==> config.mk <==
export PLATFORM = sky130hd
export DESIGN_NAME = slip_frame_decoder_classifier_top
export DESIGN_NICKNAME = d
export VERILOG_FILES = /design/src/hdl/sfdc_pkg.sv /design/src/hdl/sfdc_core.sv /design/src/hdl/sfdc_outq.sv /design/src/hdl/slip_frame_decoder_classifier_top.sv
export SDC_FILE = /design/constraint.sdc
export NUM_CORES = 1
export LEC_CHECK = 0
export BUFFER_PORTS_ARGS = -buffer_cell sky130_fd_sc_hd__buf_2
export CAP_MARGIN = 0
export CORE_AREA = 2 2 129 131
export CTS_CLUSTER_DIAMETER = 30
export DETAILED_ROUTE_END_ITERATION = 8
export DIE_AREA = 0 0 131 133
export GPL_TIMING_DRIVEN = 0
export PLACE_DENSITY_LB_ADDON = 0.12
export SYNTH_ARGS = -nofsm -noshare
export SYNTH_HDL_FRONTEND = slang
export SYNTH_SLANG_ARGS = --single-unit
==> constraint.sdc <==
create_clock -name clock -period 5.8 [get_ports clock]
set_clock_uncertainty 0.05 [all_clocks]
set_input_delay 0.87 -clock clock [delete_from_list [all_inputs] [get_ports clock]]
set_output_delay 0.87 -clock clock [all_outputs]
set_load 0.05 [all_outputs]
==> src/hdl/sfdc_pkg.sv <==
package sfdc_pkg;

   localparam int unsigned MAX_FRAME = 2048;
   localparam int unsigned CNT_W     = 13;
   localparam int unsigned IDX_W     = 12;
   localparam int unsigned OQ_DEPTH  = 4;
   localparam int unsigned OQ_PTR_W  = 2;
   localparam int unsigned OQ_CNT_W  = 3;

   localparam logic [7:0] CH_END      = 8'o300;
   localparam logic [7:0] CH_ESC      = 8'o333;
   localparam logic [7:0] CH_ESC_END  = 8'o334;
   localparam logic [7:0] CH_ESC_ESC  = 8'o335;
   localparam logic [7:0] CH_ESC_XON  = 8'o336;
   localparam logic [7:0] CH_ESC_XOFF = 8'o337;
   localparam logic [7:0] CH_XON      = 8'd17;
   localparam logic [7:0] CH_XOFF     = 8'd19;
   localparam logic [7:0] CH_CR       = 8'h0D;
   localparam logic [7:0] CH_LF       = 8'h0A;
   localparam logic [7:0] CH_TAB      = 8'h09;
   localparam logic [7:0] CH_NUL      = 8'h00;
   localparam logic [7:0] CH_QUERY    = 8'h3F;
   localparam logic [7:0] CH_P        = 8'h50;
   localparam logic [7:0] CH_SPACE    = 8'h20;
   localparam logic [7:0] CH_TILDE    = 8'h7E;
   localparam logic [3:0] NIB_LOWER   = 4'h6;

   localparam logic [1:0] KIND_DATA = 2'd0;
   localparam logic [1:0] KIND_END  = 2'd1;
   localparam logic [1:0] KIND_DROP = 2'd2;

   localparam logic [2:0] CLASS_PACKET = 3'd0;
   localparam logic [2:0] CLASS_TEXT   = 3'd1;
   localparam logic [2:0] CLASS_DEBUG  = 3'd2;
   localparam logic [2:0] CLASS_PREFIX = 3'd3;
   localparam logic [2:0] CLASS_QUERY  = 3'd4;

   typedef struct packed {
      logic [1:0]       out_kind;
      logic [7:0]       data_byte;
      logic [IDX_W-1:0] byte_index;
      logic [2:0]       frame_class;
      logic [CNT_W-1:0] frame_length;
      logic             last;
   } result_type;

   typedef struct packed {
      logic [1:0] num;
      result_type r0;
      result_type r1;
   } push_type;

endpackage

==> src/hdl/sfdc_core.sv <==
module sfdc_core (
   input  logic              clock,
   input  logic              reset,
   input  logic              take,
   input  logic [7:0]        rx_byte,
   output sfdc_pkg::push_type push
);
   import sfdc_pkg::*;

   logic             esc_ff, esc_in;
   logic [CNT_W-1:0] count_ff, count_in;
   logic [7:0]       first_ff, first_in;
   logic [7:0]       second_ff, second_in;
   logic             text_ok_ff, text_ok_in;

   logic [7:0]       dec;
   logic [CNT_W-1:0] count_inc;
   logic [2:0]       cls;
   logic             flow;
   logic             printable;
   result_type       none;

   always_comb begin
      dec = rx_byte;
      if (esc_ff) begin
         case (rx_byte)
            CH_ESC_END:  dec = CH_END;
            CH_ESC_ESC:  dec = CH_ESC;
            CH_ESC_XON:  dec = CH_XON;
            CH_ESC_XOFF: dec = CH_XOFF;
            default:     dec = rx_byte;
         endcase
      end
   end

   assign printable = (dec == CH_NUL) || (dec == CH_CR) || (dec == CH_LF) ||
                      (dec == CH_TAB) || ((dec >= CH_SPACE) && (dec <= CH_TILDE));

   assign flow = (count_ff >= CNT_W'(2)) && (first_ff[7:4] == NIB_LOWER) &&
                 ((second_ff == CH_CR) || (second_ff == CH_LF) ||
                  (second_ff == CH_TAB));

   always_comb begin
      if (first_ff == CH_QUERY) begin
         cls = ((count_ff >= CNT_W'(2)) && (second_ff == CH_P)) ? CLASS_PREFIX
                                                                  : CLASS_QUERY;
      end else if (first_ff == CH_CR) begin
         cls = CLASS_DEBUG;
      end else if (text_ok_ff && !flow) begin
         cls = CLASS_TEXT;
      end else begin
         cls = CLASS_PACKET;
      end
   end

   assign count_inc = count_ff + CNT_W'(1);
   assign none      = '0;

   always_comb begin
      esc_in     = esc_ff;
      count_in   = count_ff;
      first_in   = first_ff;
      second_in  = second_ff;
      text_ok_in = text_ok_ff;
      push       = '{num: 2'd0, r0: none, r1: none};
      if (take) begin
         if (!esc_ff && (rx_byte == CH_END)) begin
            if (count_ff != '0) begin
               push.num             = 2'd1;
               push.r0.out_kind     = KIND_END;
               push.r0.frame_class  = cls;
               push.r0.frame_length = count_ff;
               push.r0.last         = 1'b1;
               count_in             = '0;
               first_in             = '0;
               second_in            = '0;
               text_ok_in           = 1'b1;
            end
         end else if (!esc_ff && (rx_byte == CH_ESC)) begin
            esc_in = 1'b1;
         end else begin
            esc_in = 1'b0;
            if (count_ff == '0) begin
               first_in = dec;
            end else begin
               if (count_ff == CNT_W'(1)) begin
                  second_in = dec;
               end
               if (!printable) begin
                  text_ok_in = 1'b0;
               end
            end
            count_in           = count_inc;
            push.num           = 2'd1;
            push.r0.out_kind   = KIND_DATA;
            push.r0.data_byte  = dec;
            push.r0.byte_index = count_ff[IDX_W-1:0];
            push.r0.last       = 1'b1;
            if (count_inc >= CNT_W'(MAX_FRAME)) begin
               push.num             = 2'd2;
               push.r0.last         = 1'b0;
               push.r1.out_kind     = KIND_DROP;
               push.r1.frame_length = count_inc;
               push.r1.last         = 1'b1;
               count_in             = '0;
               first_in             = '0;
               second_in            = '0;
               text_ok_in           = 1'b1;
            end
         end
      end
   end

   always_ff @(posedge clock) begin
      if (reset) begin
         esc_ff     <= 1'b0;
         count_ff   <= '0;
         first_ff   <= '0;
         second_ff  <= '0;
         text_ok_ff <= 1'b1;
      end else begin
         esc_ff     <= esc_in;
         count_ff   <= count_in;
         first_ff   <= first_in;
         second_ff  <= second_in;
         text_ok_ff <= text_ok_in;
      end
   end

endmodule

==> src/hdl/sfdc_outq.sv <==
module sfdc_outq (
   input  logic                 clock,
   input  logic                 reset,
   input  sfdc_pkg::push_type   push,
   input  logic                 pop,
   output logic                 not_empty,
   output logic                 full,
   output sfdc_pkg::result_type head
);
   import sfdc_pkg::*;

   result_type          entry_ff [OQ_DEPTH];
   logic [OQ_PTR_W-1:0] wr_ff, wr_in;
   logic [OQ_PTR_W-1:0] rd_ff, rd_in;
   logic [OQ_CNT_W-1:0] cnt_ff, cnt_in;
   logic                do_pop;

   assign not_empty = (cnt_ff != '0);
   // room for two words is needed before another byte is taken
   assign full      = (cnt_ff > OQ_CNT_W'(OQ_DEPTH - 2));
   assign head      = entry_ff[rd_ff];
   assign do_pop    = pop && not_empty;

   assign wr_in  = wr_ff + OQ_PTR_W'(push.num);
   assign rd_in  = rd_ff + OQ_PTR_W'(do_pop);
   assign cnt_in = cnt_ff + OQ_CNT_W'(push.num) - OQ_CNT_W'(do_pop);

   always_ff @(posedge clock) begin
      if (push.num != 2'd0) begin
         entry_ff[wr_ff] <= push.r0;
      end
      if (push.num == 2'd2) begin
         entry_ff[wr_ff + OQ_PTR_W'(1)] <= push.r1;
      end
   end

   always_ff @(posedge clock) begin
      if (reset) begin
         wr_ff  <= '0;
         rd_ff  <= '0;
         cnt_ff <= '0;
      end else begin
         wr_ff  <= wr_in;
         rd_ff  <= rd_in;
         cnt_ff <= cnt_in;
      end
   end

endmodule

==> src/hdl/slip_frame_decoder_classifier_top.sv <==
// SLIP receive decoder with frame classification.
// req channel: one raw serial byte per word (req_rx_byte), taken when
//   req_valid is high and req_stall is low.
// rsp channel: one result per word: a decoded data byte with its position,
//   a frame end with length and class, or an oversize-drop flag with length.
//   rsp_last marks the final word caused by one input byte.
// A result word is registered in the output queue when its byte is taken.
// Throughput: one byte per cycle while req_stall is low. END on an empty
//   frame and ESC make no word; a byte that fills the frame to its maximum
//   makes two words, which leave in turn. A four-word output queue sets
//   the slack: req_stall rises when fewer than two free entries remain.
// Stall: while rsp_stall is high the head word holds; the queue keeps taking
//   bytes until it nears full, then req_stall is raised.
// Reset: synchronous; clears the escape flag, the frame in progress and the
//   output queue. No word is pending after reset.
module slip_frame_decoder_classifier_top (
   input  logic                     clock,
   input  logic                     reset,
   input  logic                     req_valid,
   output logic                     req_stall,
   input  logic [7:0]               req_rx_byte,
   output logic                     rsp_valid,
   input  logic                     rsp_stall,
   output logic [1:0]               rsp_out_kind,
   output logic [7:0]               rsp_data_byte,
   output logic [sfdc_pkg::IDX_W-1:0] rsp_byte_index,
   output logic [2:0]               rsp_frame_class,
   output logic [sfdc_pkg::CNT_W-1:0] rsp_frame_length,
   output logic                     rsp_last
);
   import sfdc_pkg::*;

   push_type   push;
   result_type head;
   logic       full;
   logic       take;

   assign req_stall = full;
   assign take      = req_valid && !full;

   sfdc_core u_core (
      .clock   (clock),
      .reset   (reset),
      .take    (take),
      .rx_byte (req_rx_byte),
      .push    (push)
   );

   sfdc_outq u_outq (
      .clock     (clock),
      .reset     (reset),
      .push      (push),
      .pop       (!rsp_stall),
      .not_empty (rsp_valid),
      .full      (full),
      .head      (head)
   );

   assign rsp_out_kind     = head.out_kind;
   assign rsp_data_byte    = head.data_byte;
   assign rsp_byte_index   = head.byte_index;
   assign rsp_frame_class  = head.frame_class;
   assign rsp_frame_length = head.frame_length;
   assign rsp_last         = head.last;

endmodule

==> run summary, run 1 <==
total of max-cap violations = 0
Max IR drop VDD = 0.335 mV
Die Width = 131 um
synthesis-stage register bit count = 194
Core Region = 16200 um^2
syn_area_per_cell = 10.3 um^2
Total Wirelength = 25.8 mm
Final Cycle Share = 67.6%
clock buffer depth = 2
Final Hold Fails = 0
CTS tree = yes
final core occ = 64.2%
number of enable flip-flop cells after synthesis = 60
total grt overflow = 0
status = finished clean
critical path required time = 4880 ps
number of nets with antenna violations after detailed routing = 0
Pre-antenna DRT Iters = 5
leading area contributor after synthesis = dfxtp_1
critical path capture point type = primary output
CP Launch Type = flip-flop
R2R Setup Slk = 2040 ps
P_leak = 3.89 nW
number of remaining DRC errors = 0
Arrival @ worst endpoint = 3000 ps
GRT Max-Usage Layer = met2
share of cells above drive strength 1 = 19.4%
Antenna diodes = 0
largest net degree at the start of global routing = 18
Async SR Flop Fraction = 0%
Synth Warn # = 0
Routability Congestion = 0.965
RSZ-0062 raised after global routing = no
Synth cell types = 74
cts bufs inserted = 17
FMAX = 0.255 GHz
clock latency on the worst-skew pair = 440 ps
CTS hold repair buffers = 0
Via-to-Cell Ratio = 6.35
chip height = 133 um
initial antenna violation count = 0
met3 usage = 6.91%
area occupied by multi-input gates = 4330 um^2
I/O Buffers = 49
Seq/Total Area, Yosys = 48.3%
Cells after Synth = 905
Clock Pin Slew Worst Setup and Hold Paths = 70 ps
setup_tns = 0 ps
syn_nets = 927
Storage cell area = 4480 um^2
DR vias = 7658
vias in the first global route = 7047
Die Area = 17400 um^2
Post-synth top cells = 134 x dfxtp_1, 129 x nand2_1, 89 x a21oi_1
power per cell area = 409 nW/um^2
dominant cells by area after synthesis = dfxtp_1 29%, edfxtp_1 19%, mux4_2 9.5%
cell area after synthesis = 9290 um^2
GRT Overall Usage = 30.8%
Initial Util = 57.4%
fillers = 1326
drt wl/cell = 21.4 um
clk sinks = 194
Rel. slew slack = 23.4%
top-area cell type share of the netlist area = 28.9%
met1 global-route usage = 42.7%
critical path endpoint = rsp_data_byte[4]
CTS-repair resized insts = 0
top-count cell post-synth = dfxtp_1
Reg2Reg Launch Point = u_core.count_ff[0]
Setup violations, final = 0
first-pass GRT wire length = 40.1 mm
Period minus WS final = 3920 ps
final HPWL from detailed placement = 18.3 mm
grt met2 use = 47.5%
CTS root buf = clkbuf_16
Worst Setup SP = u_outq.rd_ff[0]
Worst Reg-to-Reg Cells = 11
Worst-Margin Slew = 1150 ps
# nets final = 995
DR iter-0 viols = 814
postcts setup bufs = 0
Final Max Slew Viols = 0
WS Path Type = flip-flop to primary output
row cnt = 47
I/O Pins = 53
WHS Path Cells = 1
Hold Path Class = flip-flop to flip-flop
dominant synthesized flop cell = dfxtp_1
RR Endpoint = u_outq.entry_ff[2][9]
H-tree levels = 4
Area growth, synth to finish = 11.7%
CP max FO = 10
-- flip-flops by register name (all words and copies together) (netlist names) --
signal	flops
u_core.text_ok_ff	1
u_outq.wr_ff	2
u_outq.entry_ff	156
u_core.first_ff	8
u_outq.cnt_ff	3
u_core.esc_ff	1
u_core.second_ff	8
u_core.count_ff	13
u_outq.rd_ff	2
-- layout make-up --
type                       count  area share [%]
timing repair buffer          49            2.36
clock buffer                  21            4.63
tap                          220            2.65
clock inverter                11           0.856
sequential                   194            43.2
buffer                        74            3.81
multi-input combinational    617            41.7
inverter                      20           0.748
-- per-layer routing --
layer | up-vias | routed length (um) | part of all wire (%)
met1 | 3750 | 10700 | 42
li1 | 3501 | - | -
met2 | 349 | 12200 | 47
met4 | 0 | 750 | 2.9
met5 | - | 0 | 0
met3 | 58 | 2120 | 8.2
-- placed cells by master (no fill, tap or decap), types with 10 or more instances in the layout --
| cell type | count |
|---|---|
| edfxtp_1 | 60 |
| a21o_1 | 18 |
| clkbuf_1 | 27 |
| buf_2 | 73 |
| mux4_2 | 39 |
| inv_1 | 18 |
| a32o_1 | 21 |
| nor2_1 | 34 |
| nor3_1 | 11 |
| a21oi_1 | 89 |
| clkbuf_16 | 17 |
| nand2_1 | 129 |
| dfxtp_1 | 134 |
| nand3_1 | 69 |
| a22o_1 | 24 |
| o21ai_0 | 40 |
| and2_1 | 10 |
-- how the worst min path moves through the flow --
stage | slack, ps | end | start
2_1_floorplan | 370 | u_outq.entry_ff[2][37] | u_outq.entry_ff[2][37]
3_3_place_gp | 390 | u_outq.entry_ff[2][37] | u_outq.entry_ff[2][37]
3_5_place_dp | 390 | u_outq.entry_ff[2][37] | u_outq.entry_ff[2][37]
4_1_cts | 410 | u_outq.entry_ff[2][37] | u_outq.entry_ff[2][37]
5_1_grt | 420 | u_outq.entry_ff[0][14] | u_outq.entry_ff[0][14]
6_report | 410 | u_outq.entry_ff[2][37] | u_outq.entry_ff[2][37]
-- critical path, stage by stage, from the launching register on --
cell,delay [ps]
dfxtp_1,370
buf_1,870
buf_2,510
mux4_2,580
buf_2,230
-- power by group --
group,total (W),internal (W),switching [W],leakage [nW]
sequential,0.00168,0.00159,0.0000918,1.64
combinational,0.00142,0.000449,0.000966,1.97
clock,0.00114,0.000605,0.000539,0.284
total,0.00424,0.00264,0.00160,3.89
-- kinds of logic (layout without fill, tap and decap cells) --
family	Yosys count	after routing	synth area share, %
and+or+nand+nor	319	319	17.4
muxes	43	43	10.0
AOI/OAI and AO/OA	235	235	16.8
buffers and inverters	94	175	5.09
DFF	194	194	48.3
adders and majority gates	10	10	1.43
xor gates and xnor gates	10	10	0.943
-- metrics by stage --
stage                     cells  setup slack, ps  total power, W  cell area, um^2  hold WS, ps
after global routing       1206             1710         0.00441            10400          420
after CTS                  1206             1890         0.00424            10400          406
after global placement     1174             2030         0.00309             9810          388
after detailed placement   1174             2030         0.00311             9810          391
final                      1206             1880         0.00424            10400          406
after floorplan             905             2440         0.00276             9290          371
Power figures use the tool's default switching activity.
==> inputs of run 2 (changes only) <==
--- a/config.mk
+++ b/config.mk
@@ -7,10 +7,10 @@
 export LEC_CHECK = 0
 export BUFFER_PORTS_ARGS = -buffer_cell sky130_fd_sc_hd__buf_2
 export CAP_MARGIN = 0
-export CORE_AREA = 2 2 129 131
+export CORE_AREA = 2 2 133 135
 export CTS_CLUSTER_DIAMETER = 30
 export DETAILED_ROUTE_END_ITERATION = 8
-export DIE_AREA = 0 0 131 133
+export DIE_AREA = 0 0 135 137
 export GPL_TIMING_DRIVEN = 0
 export PLACE_DENSITY_LB_ADDON = 0.12
 export SYNTH_ARGS = -nofsm -noshare
==> constraint.sdc (replaced) <==
create_clock -name clock -period 3.3 [get_ports clock]
set_clock_uncertainty 0.05 [all_clocks]
set_input_delay 0.495 -clock clock [delete_from_list [all_inputs] [get_ports clock]]
set_output_delay 0.495 -clock clock [all_outputs]
set_load 0.05 [all_outputs]
==> run 2 against run 1 <==
Sequential share of layout area decreased by 0.70 points. First-iteration DRC count rose by 2.8%. Total power grew 81%. Flip-flop and latch count unchanged. Worst hold slack got worse by 85 ps. Critical path type is now flip-flop to flip-flop. Highest routed layer unchanged.
==> run summary, run 2 (synthesis results as in run 1) <==
status = finished clean
WS Path Type = flip-flop to flip-flop
Reg2Reg Launch Point = u_core.count_ff[0]
Final Hold Fails = 0
Period minus WS final = 3200 ps
Area growth, synth to finish = 13.6%
# nets final = 1002
commonest non-fill, non-tap cell in the layout = dfxtp_1
P_leak = 3.95 nW
Final Max Slew Viols = 0
final worst setup slack = 100 ps
chip height = 137 um
R2R Setup Slk = 100 ps
CP Launch Type = flip-flop
Reg with most FFs = u_outq.entry_ff
DR iter-0 viols = 837
Routability Congestion = 0.949
CTS root buf = clkbuf_16
DR vias = 7597
vias in the first global route = 7130
Largest regs = u_outq.entry_ff x156, u_core.count_ff x13
Final Cycle Share = 97.0%
HP Start = reset
Max IR drop VDD = 0.456 mV
Die Area = 18500 um^2
Antenna diodes = 0
Largest register FFs = 156
Initial Util = 54.4%
total grt overflow = 0
number of nets with antenna violations after detailed routing = 0
drt wl/cell = 22.4 um
Arrival @ worst endpoint = 3420 ps
Hold Path End = u_core.text_ok_ff
Placed Cells = 1179
cts bufs inserted = 17
RR Endpoint = u_outq.entry_ff[1][4]
Worst-Margin Slew = 1100 ps
power per cell area = 727 nW/um^2
CP max FO = 10
hold slack = 321 ps
CTS tree = yes
critical path required time = 3520 ps
clock buffer depth = 2
Hold Path Class = input port to flip-flop
clk sinks = 194
Clock Pin Slew Worst Setup and Hold Paths = 70 ps
Rel. slew slack = 26.4%
setup_tns = 0 ps
total of max-cap violations = 0
Setup violations, final = 0
GRT Overall Usage = 30.4%
clock latency on the worst-skew pair = 440 ps
I/O Pins = 53
Worst Reg-to-Reg Cells = 13
I/O Buffers = 49
most frequent cells in the layout = 134 x dfxtp_1, 126 x nand2_1, 87 x a21oi_1
H-tree levels = 4
Core Region = 17100 um^2
largest net degree at the start of global routing = 18
FMAX = 0.313 GHz
initial antenna violation count = 0
share of cells above drive strength 1 = 20.5%
Total Wirelength = 27.3 mm
final HPWL from detailed placement = 18.9 mm
dpl cell area = 9810 um^2
Final Non-Filler Cells = 1218
final instance area = 10500 um^2
CTS hold repair buffers = 0
WHS Path Cells = 3
first-pass GRT wire length = 41.4 mm
critical path capture point type = flip-flop
Pre-antenna DRT Iters = 5
Setup WS pre-CTS = -349 ps
Die Width = 135 um
row cnt = 48
number of remaining DRC errors = 0
Via-to-Cell Ratio = 6.24
run 2: critical path, cell delays in order, from the launching register on:
cell      delay (ps)
dfxtp_1          370
clkbuf_4         230
buf_2            220
inv_1             90
ha_1             260
nor4b_1          160
nand3_1          180
buf_4            170
buf_4            120
nand4_2          150
nor2_1           300
clkbuf_1         520
nand2_1          100
o21ai_0          110
run 2: metrics by stage:
stage | total power [W] | util, %
after floorplan | 0.00485 | -
after global placement | 0.00544 | 57.5
after detailed placement | 0.00548 | 57.5
after CTS | 0.00763 | 61.4
after global routing | 0.00796 | 61.8
final | 0.00767 | 61.8
run 2: worst max-delay path by stage:
stage | from | end | slack [ps] | cells past startpoint
final | u_core.count_ff[0] | u_outq.entry_ff[1][4] | 100 | 13
after global routing | u_core.count_ff[0] | u_outq.entry_ff[1][10] | -0.3 | 13
after floorplan | req_rx_byte[0] | u_outq.cnt_ff[2] | 320 | 12
after global placement | u_core.count_ff[0] | u_outq.entry_ff[2][9] | -260 | 11
after CTS | u_core.count_ff[0] | u_outq.cnt_ff[2] | 90 | 14
after detailed placement | u_core.count_ff[0] | u_outq.entry_ff[2][9] | -350 | 11
run 2: final cells by class:
class / instances / area [um^2]
inverter: 20 / 81.3
buffer: 74 / 407
fill: 1491 / 6510
multi-input combinational: 618 / 4390
timing repair buffer: 55 / 290
clock inverter: 14 / 176
clock buffer: 18 / 439
sequential: 194 / 4480
tap: 225 / 282
run 2: repair_timing:
action / 4_1_cts / 5_1_grt
setup endpoints to repair: 57 / 37
hold endpoints to repair: 0 / 0
setup buffers: 2 / 4
gates resized for setup: 8 / 7
pin swaps: 1 / 2
cloned: 0 / 1
run 2: layer usage:
metal	track usage [%]	share of wire [%]
met5	0	0
met4	11.2	2.9
met3	4.07	7.9
met2	49.6	48
met1	41.6	42
run 2: report_power, final:
part	internal, W	switching, W	total (W)
combinational	0.000816	0.00172	0.00254
sequential	0.00279	0.000163	0.00295
clock	0.00123	0.000949	0.00217
